**config.mk**
```make
export PLATFORM = sky130hd
export DESIGN_NAME = lcd_window_fill_command_generator_top
export DESIGN_NICKNAME = d
export VERILOG_FILES = /design/src/sv/lcdw_pkg.sv /design/src/sv/lcdw_front.sv /design/src/sv/lcdw_queue.sv /design/src/sv/lcdw_back.sv /design/src/sv/lcd_window_fill_command_generator_top.sv
export SDC_FILE = /design/constraint.sdc
export NUM_CORES = 1
export LEC_CHECK = 0
export BUFFER_PORTS_ARGS = -buffer_cell sky130_fd_sc_hd__buf_4
export CAP_MARGIN = 25
export CORE_UTILIZATION = 65
export CTS_BUF_LIST = sky130_fd_sc_hd__clkbuf_8 sky130_fd_sc_hd__clkbuf_16
export DETAILED_ROUTE_END_ITERATION = 8
export PLACE_DENSITY = 0.86
export SKIP_LAST_GASP = 1
export SLEW_MARGIN = 20
export SYNTH_ARGS = -nofsm -noshare
export SYNTH_HDL_FRONTEND = slang
export SYNTH_SLANG_ARGS = --single-unit
```
**constraint.sdc**
```tcl
create_clock -name clk -period 9 [get_ports clk]
set_input_delay 1.8 -clock clk [delete_from_list [all_inputs] [get_ports clk]]
set_output_delay 1.8 -clock clk [all_outputs]
set_load 0.05 [all_outputs]
```
**src/sv/lcdw_pkg.sv**
```systemverilog
// Shared types, command codes and panel constants for the LCD window fill generator.
package lcdw_pkg;

  typedef enum logic [1:0] {
    CMD_ROTATE = 2'd0,
    CMD_PIXEL  = 2'd1,
    CMD_FILL   = 2'd2
  } lcdw_cmd_t;

  localparam logic [7:0] OP_CASET  = 8'h2A;
  localparam logic [7:0] OP_RASET  = 8'h2B;
  localparam logic [7:0] OP_RAMWR  = 8'h2C;
  localparam logic [7:0] OP_MADCTL = 8'h36;

  localparam logic [7:0] MAD_MY  = 8'h80;
  localparam logic [7:0] MAD_MX  = 8'h40;
  localparam logic [7:0] MAD_MV  = 8'h20;
  localparam logic [7:0] MAD_RGB = 8'h08;

  localparam logic [7:0]  OFFSET_RESET = 8'd24;
  localparam logic [13:0] REPEAT_MAX   = 14'd16383;

  localparam int QDEPTH = 4;

  // Last step index of each job kind in the back end
  localparam logic [2:0] STEP_ROT_LAST = 3'd1;
  localparam logic [2:0] STEP_WIN_LAST = 3'd7;

  // Step codes of a window job
  localparam logic [2:0] STEP_CASET = 3'd0;
  localparam logic [2:0] STEP_COL0  = 3'd1;
  localparam logic [2:0] STEP_COL1  = 3'd2;
  localparam logic [2:0] STEP_RASET = 3'd3;
  localparam logic [2:0] STEP_ROW0  = 3'd4;
  localparam logic [2:0] STEP_ROW1  = 3'd5;
  localparam logic [2:0] STEP_RAMWR = 3'd6;
  localparam logic [2:0] STEP_COLOR = 3'd7;

  // Job held between the front end stages, before the repeat count is known
  typedef struct packed {
    logic        is_rot;
    logic [8:0]  col0;
    logic [8:0]  col1;
    logic [8:0]  row0;
    logic [8:0]  row1;
    logic [15:0] color;
    logic [7:0]  span_w;
    logic [7:0]  span_h;
  } lcdw_stage_t;

  // Job queued for the back end
  typedef struct packed {
    logic        is_rot;
    logic [8:0]  col0;
    logic [8:0]  col1;
    logic [8:0]  row0;
    logic [8:0]  row1;
    logic [15:0] color;
    logic [13:0] rep;
  } lcdw_job_t;

  // One result word on the panel link
  typedef struct packed {
    logic        is_command;
    logic        is_halfword;
    logic [15:0] value;
    logic [13:0] repeat_count;
    logic        last;
  } lcdw_word_t;

  function automatic logic [7:0] orient_byte(input logic [1:0] turn);
    logic [7:0] b;
    case (turn)
      2'd0:    b = MAD_RGB | MAD_MX | MAD_MY;
      2'd1:    b = MAD_RGB | MAD_MY | MAD_MV;
      2'd2:    b = MAD_RGB;
      default: b = MAD_RGB | MAD_MX | MAD_MV;
    endcase
    return b;
  endfunction

endpackage

```
**src/sv/lcdw_front.sv**
```systemverilog
// Front end: accepts requests, tracks orientation, clips and builds queued jobs.
module lcdw_front #(
  parameter int PANEL_WIDTH  = 80,
  parameter int PANEL_HEIGHT = 160
) (
  input  logic               clk,
  input  logic               rst,
  input  logic               cfg_valid,
  input  logic [7:0]         cfg_data,
  input  logic               in_valid,
  output logic               in_ready,
  input  logic [1:0]         command,
  input  logic [7:0]         x,
  input  logic [7:0]         y,
  input  logic [7:0]         rect_width,
  input  logic [7:0]         rect_height,
  input  logic [15:0]        pixel_color,
  input  logic [1:0]         turn_request,
  output logic               push,
  output lcdw_pkg::lcdw_job_t push_job,
  input  logic               q_ready
);
  import lcdw_pkg::*;

  localparam logic [7:0] PW = 8'(PANEL_WIDTH);
  localparam logic [7:0] PH = 8'(PANEL_HEIGHT);

  logic [7:0]  panel_offset;
  logic [1:0]  quarter_turn;

  logic        v1;
  logic [1:0]  cmd1;
  logic [7:0]  x1r, y1r, w1r, h1r;
  logic [15:0] color1;
  logic [1:0]  turn1;

  logic        v2;
  lcdw_stage_t st2;

  logic        move1, load2_ok;
  logic        emit1;
  lcdw_stage_t st1_next;

  logic [7:0]  wd, ht, co, ro;
  logic        oob;
  logic [8:0]  xend, yend;
  logic [7:0]  wclip, hclip, xe, ye;
  logic [15:0] product;

  always_comb begin
    wd = quarter_turn[0] ? PH : PW;
    ht = quarter_turn[0] ? PW : PH;
    co = quarter_turn[0] ? 8'd0 : panel_offset;
    ro = quarter_turn[0] ? panel_offset : 8'd0;
    oob = (x1r >= wd) || (y1r >= ht);
    xend = {1'b0, x1r} + {1'b0, w1r} - 9'd1;
    yend = {1'b0, y1r} + {1'b0, h1r} - 9'd1;
    wclip = (xend >= {1'b0, wd}) ? (wd - x1r) : w1r;
    hclip = (yend >= {1'b0, ht}) ? (ht - y1r) : h1r;

    unique case (cmd1)
      CMD_ROTATE: emit1 = 1'b1;
      CMD_PIXEL:  emit1 = !oob;
      CMD_FILL:   emit1 = !oob && (w1r != 8'd0) && (h1r != 8'd0);
      default:    emit1 = 1'b0;
    endcase

    if (cmd1 == CMD_FILL) begin
      xe = x1r + wclip - 8'd1;
      ye = y1r + hclip - 8'd1;
      st1_next.span_w = wclip;
      st1_next.span_h = hclip;
    end else begin
      xe = x1r + 8'd1;
      ye = y1r + 8'd1;
      st1_next.span_w = 8'd1;
      st1_next.span_h = 8'd1;
    end
    st1_next.is_rot = (cmd1 == CMD_ROTATE);
    st1_next.col0   = {1'b0, x1r} + {1'b0, co};
    st1_next.col1   = {1'b0, xe} + {1'b0, co};
    st1_next.row0   = {1'b0, y1r} + {1'b0, ro};
    st1_next.row1   = {1'b0, ye} + {1'b0, ro};
    st1_next.color  = (cmd1 == CMD_ROTATE) ? {8'd0, orient_byte(turn1)} : color1;
  end

  // Stage handshakes: hold a stage while the one after it is full and cannot move on
  assign push     = v2;
  assign load2_ok = !v2 || q_ready;
  assign move1    = v1 && load2_ok;
  assign in_ready = !v1 || move1;

  always_ff @(posedge clk) begin
    if (rst) begin
      panel_offset <= OFFSET_RESET;
    end else if (cfg_valid) begin
      panel_offset <= cfg_data;
    end
  end

  always_ff @(posedge clk) begin
    if (rst) begin
      v1           <= 1'b0;
      v2           <= 1'b0;
      quarter_turn <= 2'd0;
    end else begin
      if (in_ready) v1 <= in_valid;
      if (load2_ok) v2 <= move1 && emit1;
      if (move1 && cmd1 == CMD_ROTATE) quarter_turn <= turn1;
    end
  end

  always_ff @(posedge clk) begin
    if (in_valid && in_ready) begin
      cmd1   <= command;
      x1r    <= x;
      y1r    <= y;
      w1r    <= rect_width;
      h1r    <= rect_height;
      color1 <= pixel_color;
      turn1  <= turn_request;
    end
    if (move1) st2 <= st1_next;
  end

  // Saturate the pixel count of the fill
  always_comb begin
    product         = {8'd0, st2.span_w} * {8'd0, st2.span_h};
    push_job.is_rot = st2.is_rot;
    push_job.col0   = st2.col0;
    push_job.col1   = st2.col1;
    push_job.row0   = st2.row0;
    push_job.row1   = st2.row1;
    push_job.color  = st2.color;
    push_job.rep    = (product > {2'b00, REPEAT_MAX}) ? REPEAT_MAX : product[13:0];
  end

endmodule

```
**src/sv/lcdw_queue.sv**
```systemverilog
// Short job queue between front and back end.
module lcdw_queue (
  input  logic                clk,
  input  logic                rst,
  input  logic                push,
  input  lcdw_pkg::lcdw_job_t push_job,
  output logic                q_ready,
  output logic                head_valid,
  output lcdw_pkg::lcdw_job_t head_job,
  input  logic                pop
);
  import lcdw_pkg::*;

  localparam int PW = $clog2(QDEPTH);

  lcdw_job_t       mem [QDEPTH];
  logic [PW-1:0]   wr_ptr, rd_ptr;
  logic [PW:0]     count;
  logic            do_push, do_pop;

  assign q_ready    = (count != (PW+1)'(QDEPTH));
  assign head_valid = (count != '0);
  assign head_job   = mem[rd_ptr];
  assign do_push    = push && q_ready;
  assign do_pop     = pop && head_valid;

  always_ff @(posedge clk) begin
    if (rst) begin
      wr_ptr <= '0;
      rd_ptr <= '0;
      count  <= '0;
    end else begin
      if (do_push) wr_ptr <= wr_ptr + 1'b1;
      if (do_pop)  rd_ptr <= rd_ptr + 1'b1;
      case ({do_push, do_pop})
        2'b10:   count <= count + 1'b1;
        2'b01:   count <= count - 1'b1;
        default: count <= count;
      endcase
    end
  end

  always_ff @(posedge clk) begin
    if (do_push) mem[wr_ptr] <= push_job;
  end

endmodule

```
**src/sv/lcdw_back.sv**
```systemverilog
// Back end: steps through each queued job and drives the registered result word.
module lcdw_back (
  input  logic                 clk,
  input  logic                 rst,
  input  logic                 head_valid,
  input  lcdw_pkg::lcdw_job_t  head_job,
  output logic                 pop,
  output logic                 out_valid,
  input  logic                 out_ready,
  output lcdw_pkg::lcdw_word_t out_word
);
  import lcdw_pkg::*;

  logic [2:0]  step;
  logic        load, last_step;
  lcdw_word_t  word_next;

  assign load      = head_valid && (!out_valid || out_ready);
  assign last_step = head_job.is_rot ? (step == STEP_ROT_LAST) : (step == STEP_WIN_LAST);
  assign pop       = load && last_step;

  always_comb begin
    word_next.is_command   = 1'b0;
    word_next.is_halfword  = 1'b1;
    word_next.value        = 16'd0;
    word_next.repeat_count = 14'd1;
    word_next.last         = last_step;
    if (head_job.is_rot) begin
      if (step == 3'd0) begin
        word_next.is_command  = 1'b1;
        word_next.is_halfword = 1'b0;
        word_next.value       = {8'd0, OP_MADCTL};
      end else begin
        word_next.is_halfword = 1'b0;
        word_next.value       = head_job.color;
      end
    end else begin
      unique case (step)
        STEP_CASET: begin
          word_next.is_command  = 1'b1;
          word_next.is_halfword = 1'b0;
          word_next.value       = {8'd0, OP_CASET};
        end
        STEP_COL0: word_next.value = {7'd0, head_job.col0};
        STEP_COL1: word_next.value = {7'd0, head_job.col1};
        STEP_RASET: begin
          word_next.is_command  = 1'b1;
          word_next.is_halfword = 1'b0;
          word_next.value       = {8'd0, OP_RASET};
        end
        STEP_ROW0: word_next.value = {7'd0, head_job.row0};
        STEP_ROW1: word_next.value = {7'd0, head_job.row1};
        STEP_RAMWR: begin
          word_next.is_command  = 1'b1;
          word_next.is_halfword = 1'b0;
          word_next.value       = {8'd0, OP_RAMWR};
        end
        STEP_COLOR: begin
          word_next.value        = head_job.color;
          word_next.repeat_count = head_job.rep;
        end
        default: word_next.value = 16'd0;
      endcase
    end
  end

  always_ff @(posedge clk) begin
    if (rst) begin
      out_valid <= 1'b0;
      step      <= 3'd0;
    end else begin
      if (!out_valid || out_ready) out_valid <= head_valid;
      if (load) step <= last_step ? 3'd0 : step + 3'd1;
    end
  end

  always_ff @(posedge clk) begin
    if (load) out_word <= word_next;
  end

endmodule

```
**src/sv/lcd_window_fill_command_generator_top.sv**
```systemverilog
// Top level of the LCD address window and fill command generator.
//
// Drawing requests enter on the in channel (valid/ready) and become the
// command and data words for an SPI panel link on the out channel, one word
// per item, each with a repeat count and a last mark on the final word of a
// request. panel_offset is written on the cfg channel, which is always ready.
//
// A front end registers each request, classifies it against the current
// orientation, clips fills and drops requests that emit nothing. A second
// front stage forms the fill repeat count (one 8x8 multiply, saturated).
// Jobs then wait in a four-entry queue; the back end steps through each job,
// one result word per cycle while out_ready holds, into an output register.
//
// A request passes the input register, the second front stage, the queue and
// the output register. A pixel or fill emits CASET, RASET and RAMWR with data,
// a rotation MADCTL and its byte; a request that emits nothing never
// reaches the queue. Requests are accepted every cycle while the queue has
// room. When the receiver stalls, the output word holds and the queue fills,
// then the front stalls in turn. Reset empties the pipeline and queue, sets
// the quarter turn to zero and panel_offset to 24, and emits nothing.
module lcd_window_fill_command_generator_top #(
  parameter int PANEL_WIDTH  = 80,
  parameter int PANEL_HEIGHT = 160
) (
  input  logic        clk,
  input  logic        rst,
  input  logic        cfg_valid,
  output logic        cfg_ready,
  input  logic [7:0]  cfg_data,
  input  logic        in_valid,
  output logic        in_ready,
  input  logic [1:0]  command,
  input  logic [7:0]  x,
  input  logic [7:0]  y,
  input  logic [7:0]  rect_width,
  input  logic [7:0]  rect_height,
  input  logic [15:0] pixel_color,
  input  logic [1:0]  turn_request,
  output logic        out_valid,
  input  logic        out_ready,
  output logic        is_command,
  output logic        is_halfword,
  output logic [15:0] value,
  output logic [13:0] repeat_count,
  output logic        last
);
  import lcdw_pkg::*;

  logic       push, q_ready, head_valid, pop;
  lcdw_job_t  push_job, head_job;
  lcdw_word_t out_word;

  // Configuration writes land at once
  assign cfg_ready = 1'b1;

  lcdw_front #(
    .PANEL_WIDTH  (PANEL_WIDTH),
    .PANEL_HEIGHT (PANEL_HEIGHT)
  ) u_front (
    .clk          (clk),
    .rst          (rst),
    .cfg_valid    (cfg_valid),
    .cfg_data     (cfg_data),
    .in_valid     (in_valid),
    .in_ready     (in_ready),
    .command      (command),
    .x            (x),
    .y            (y),
    .rect_width   (rect_width),
    .rect_height  (rect_height),
    .pixel_color  (pixel_color),
    .turn_request (turn_request),
    .push         (push),
    .push_job     (push_job),
    .q_ready      (q_ready)
  );

  lcdw_queue u_queue (
    .clk        (clk),
    .rst        (rst),
    .push       (push),
    .push_job   (push_job),
    .q_ready    (q_ready),
    .head_valid (head_valid),
    .head_job   (head_job),
    .pop        (pop)
  );

  lcdw_back u_back (
    .clk        (clk),
    .rst        (rst),
    .head_valid (head_valid),
    .head_job   (head_job),
    .pop        (pop),
    .out_valid  (out_valid),
    .out_ready  (out_ready),
    .out_word   (out_word)
  );

  // Split the result word onto its ports
  assign is_command   = out_word.is_command;
  assign is_halfword  = out_word.is_halfword;
  assign value        = out_word.value;
  assign repeat_count = out_word.repeat_count;
  assign last         = out_word.last;

endmodule
```
==> results.tsv <==
metric	value	unit
run_status	finished, final reports clean	
power_frac_seq	44.6	%
postSynth.asyncResetShare	0	%
post-route-drc-count	0	
number_of_max_cap_violations	0	
slowest_delay	0.53	ns
post_cts_hold_buffer_count	0	
timing.max_slew.rel_slack	31.4	%
layout_worst_path_cycle_share	76.2	%
total_power	5.62	mW
internal-power	3.99	mW
synthesis.nets	1878	
clkSinkCount	446	
crit_buf_inv	4	
yosys_register_bits	446	
clock_tree_from_tritoncts	done	
combPwrFrac	23.2	%
hold_viol	0	
grt_first_pass_wirelength	75900	um
postSynthAreaPerCell	14.0	um2
synth_top_cell_area_share	56.3	%
cts_made_buffers	44	
final_layout_size_suffix_gt1_share	15.5	%
syn_area	22500	um2
initial_utilization	66.7	%
nets	1996	
clk_pin_slew	0.06	ns
vdd.ir_drop.worst	0.191	mV
finalWeightedCongestion	0.883	
critical_path_class	reg -> reg	
power_density	223	nW/um2
switchingPower	1.64	mW
io-pin-count	101	
syn_inst	1608	
antennaDiodeCount	0	
setup_viol	0	
insertion_delay	0.59	ns
finalClockSkew	0.0240	ns
synth.lib_cells_used.distinct	69	
gr-total-overflow	0	
slew_viol_final	0	
clock_period_minus_final_worst_setup_slack	6.86	ns
synth_area_leader_cell	edfxtp_1	
post_drt_via_cell_ratio	6.10	
grt_setup_unrepaired	no	
fp.dieArea	35400	um2
cpMaxStageDelayCell	a21oi_2	
detail_route.wirelength	48800	um
die-width	188	um
worstPathArrival	7.18	ns
clockBufferDepth	3	
fmax	146	MHz
die_y	188	um
critical_path.startpoint_type	flop	
first_global_vias	13800	
crit_required	9.31	ns
fp.coreArea	33800	um2
gr-usage-all-layers	28.4	%
ctsRootBufferMaster	clkbuf_16	
grt_start_max_net_pins	71	
synth_warnings	0	
post_drt_wl_per_cell	22.1	um
synthTopCellsByArea	edfxtp_1, ha_1, mux4_2	
critPathTopFamily	adder cells	
detailroute.via_count	13500	
ant_nets	0	
cts_setup_buffers	0	
antenna_found_initial	0	
detail_route.first_pass.iterations	7	
yosysSeqAreaShare	58.4	%
power.leakage	9.79	nW
sw_share	29.1	%
min_path_type	reg -> reg	
worst_pin_slew	1.03	ns
critical_path.endpoint_type	flop	
area_growth_syn_to_layout	11.8	%
timing.setup.tns	0	ns
crit_top_cell	ha_1	
synthFlopType	edfxtp_1	
power.share.clock	32.2	%
dp_hpwl	31500	um
synth-edff-count	422	
initialDrtViolationCount	1212	
io_buffer_count	99	
postCtsResizedCells	0	
rows	67	
clock_tree.htree_level_count	2	
path_max_fanout	13	
## cells in the final DEF (no fill, tap or decap), drive strengths merged, types with 24 or more instances in the layout
cell / Yosys / routed
clkbuf: 21 / 44
mux4: 63 / 63
and2: 73 / 73
nor2b: 33 / 33
a21o: 29 / 29
dfxtp: 24 / 24
inv: 169 / 174
xnor2: 50 / 50
o21ai: 43 / 43
buf: 18 / 111
nand2: 110 / 110
xor2: 29 / 29
edfxtp: 422 / 422
nor2: 75 / 75
fa: 45 / 45
ha: 160 / 160
a21oi: 82 / 82
## registers in the layout, indices dropped and copies added, names as in the netlist, 3 cells and up, named ones only
name,cells
u_queue.count,3
u_back.step,3
u_front.color1,16
u_front.x1r,8
u_front.w1r,8
u_front.panel_offset,8
u_front.y1r,8
u_front.st2,16
u_back.out_word,33
u_queue.mem,268
u_front.push_job,53
u_front.h1r,8
## worst reg2reg max path, delay by kind of cell, from the launching register on
family                     cells  cell delay (ns)
xor gates and xnor gates       4             0.68
buffers and inverters          4             0.40
adders and majority gates      8             2.47
DFF                            1             0.44
and+or+nand+nor                4             0.35
AOI/OAI and AO/OA             10             2.06
muxes                          1             0.23
## power by group through the flow
stage               logic (mW)  registers [mW]  clock network, mW
floorplan                0.969            2.53                  0
global placement          1.20            2.54                  0
detailed placement        1.26            2.55                  0
CTS                       1.30            2.51               1.82
global route              1.46            2.51               1.90
finish                    1.30            2.51               1.81
## per-layer routing
metal	GRT usage, %	vias up	routed length [um]	share of wire (%)
met5	0	-	0	0
met4	11.5	0	1820	3.7
met3	3.76	130	3440	7.1
met2	48.9	632	24700	51
met1	36.6	6643	18800	39
li1	-	6053	-	-
## final timing paths
check                        start              endpoint  slack [ns]  cells after the start
setup / recovery    u_front.y1r[1]  u_front.push_job[37]        2.14                     31
hold / removal    u_back.out_valid      u_back.out_valid        0.47                      2
setup reg to reg    u_front.y1r[1]  u_front.push_job[37]        2.14                     31
hold reg to reg   u_back.out_valid      u_back.out_valid        0.47                      2
## logic make-up (layout without fill, tap and decap cells)
| kind of cell | Yosys count | count (layout) | synth area share (%) |
|---|---|---|---|
| AO/OA/AOI/OAI | 227 | 227 | 6.72 |
| multiplexers | 79 | 79 | 7.03 |
| XOR/XNOR | 79 | 79 | 3.19 |
| buffers and inverters | 209 | 358 | 3.68 |
| AND/OR/NAND/NOR | 362 | 362 | 8.08 |
| adder cells (fa/ha/maj) | 205 | 205 | 12.9 |
| flip-flops | 446 | 446 | 58.4 |
| other | 1 | 1 | 0.0167 |
## cells in the mapped netlist (11+ instances only)
library cell,n
a21oi_2,11
and2_1,73
nand3_1,15
xnor2_1,48
nor2_1,74
xor2_1,29
nor2b_1,32
o21bai_1,16
ha_1,160
o21ai_0,40
mux2i_1,13
clkbuf_1,21
mux4_2,63
nor3_1,14
fa_1,45
nand2_1,109
a21o_1,29
a21oi_1,71
inv_1,169
edfxtp_1,422
dfxtp_1,24
## area by class of cell
cell class	count	area, um2
clock buffer	44	1100
clock inverter	33	324
fill	1933	8610
inverter	170	638
multi-input combinational	953	8560
sequential	446	13200
tap	448	561
timing repair buffer	111	833
## per-stage QoR
stage / hold WS [ns] / area (um2) / worst slack [ns] / util, % / instances
after global routing: 0.505 / 25200 / 1.56 / 74.5 / 2205
after detailed placement: 0.464 / 23800 / 2.25 / 70.3 / 2128
final: 0.473 / 25200 / 2.14 / 74.5 / 2205
after global placement: 0.456 / 23800 / 2.50 / 70.3 / 2128
after floorplan: 0.459 / 22500 / 3.06 / - / 1608
after CTS: 0.473 / 25200 / 2.22 / 74.5 / 2205
Note: power is estimated with default switching activity, not from simulation.
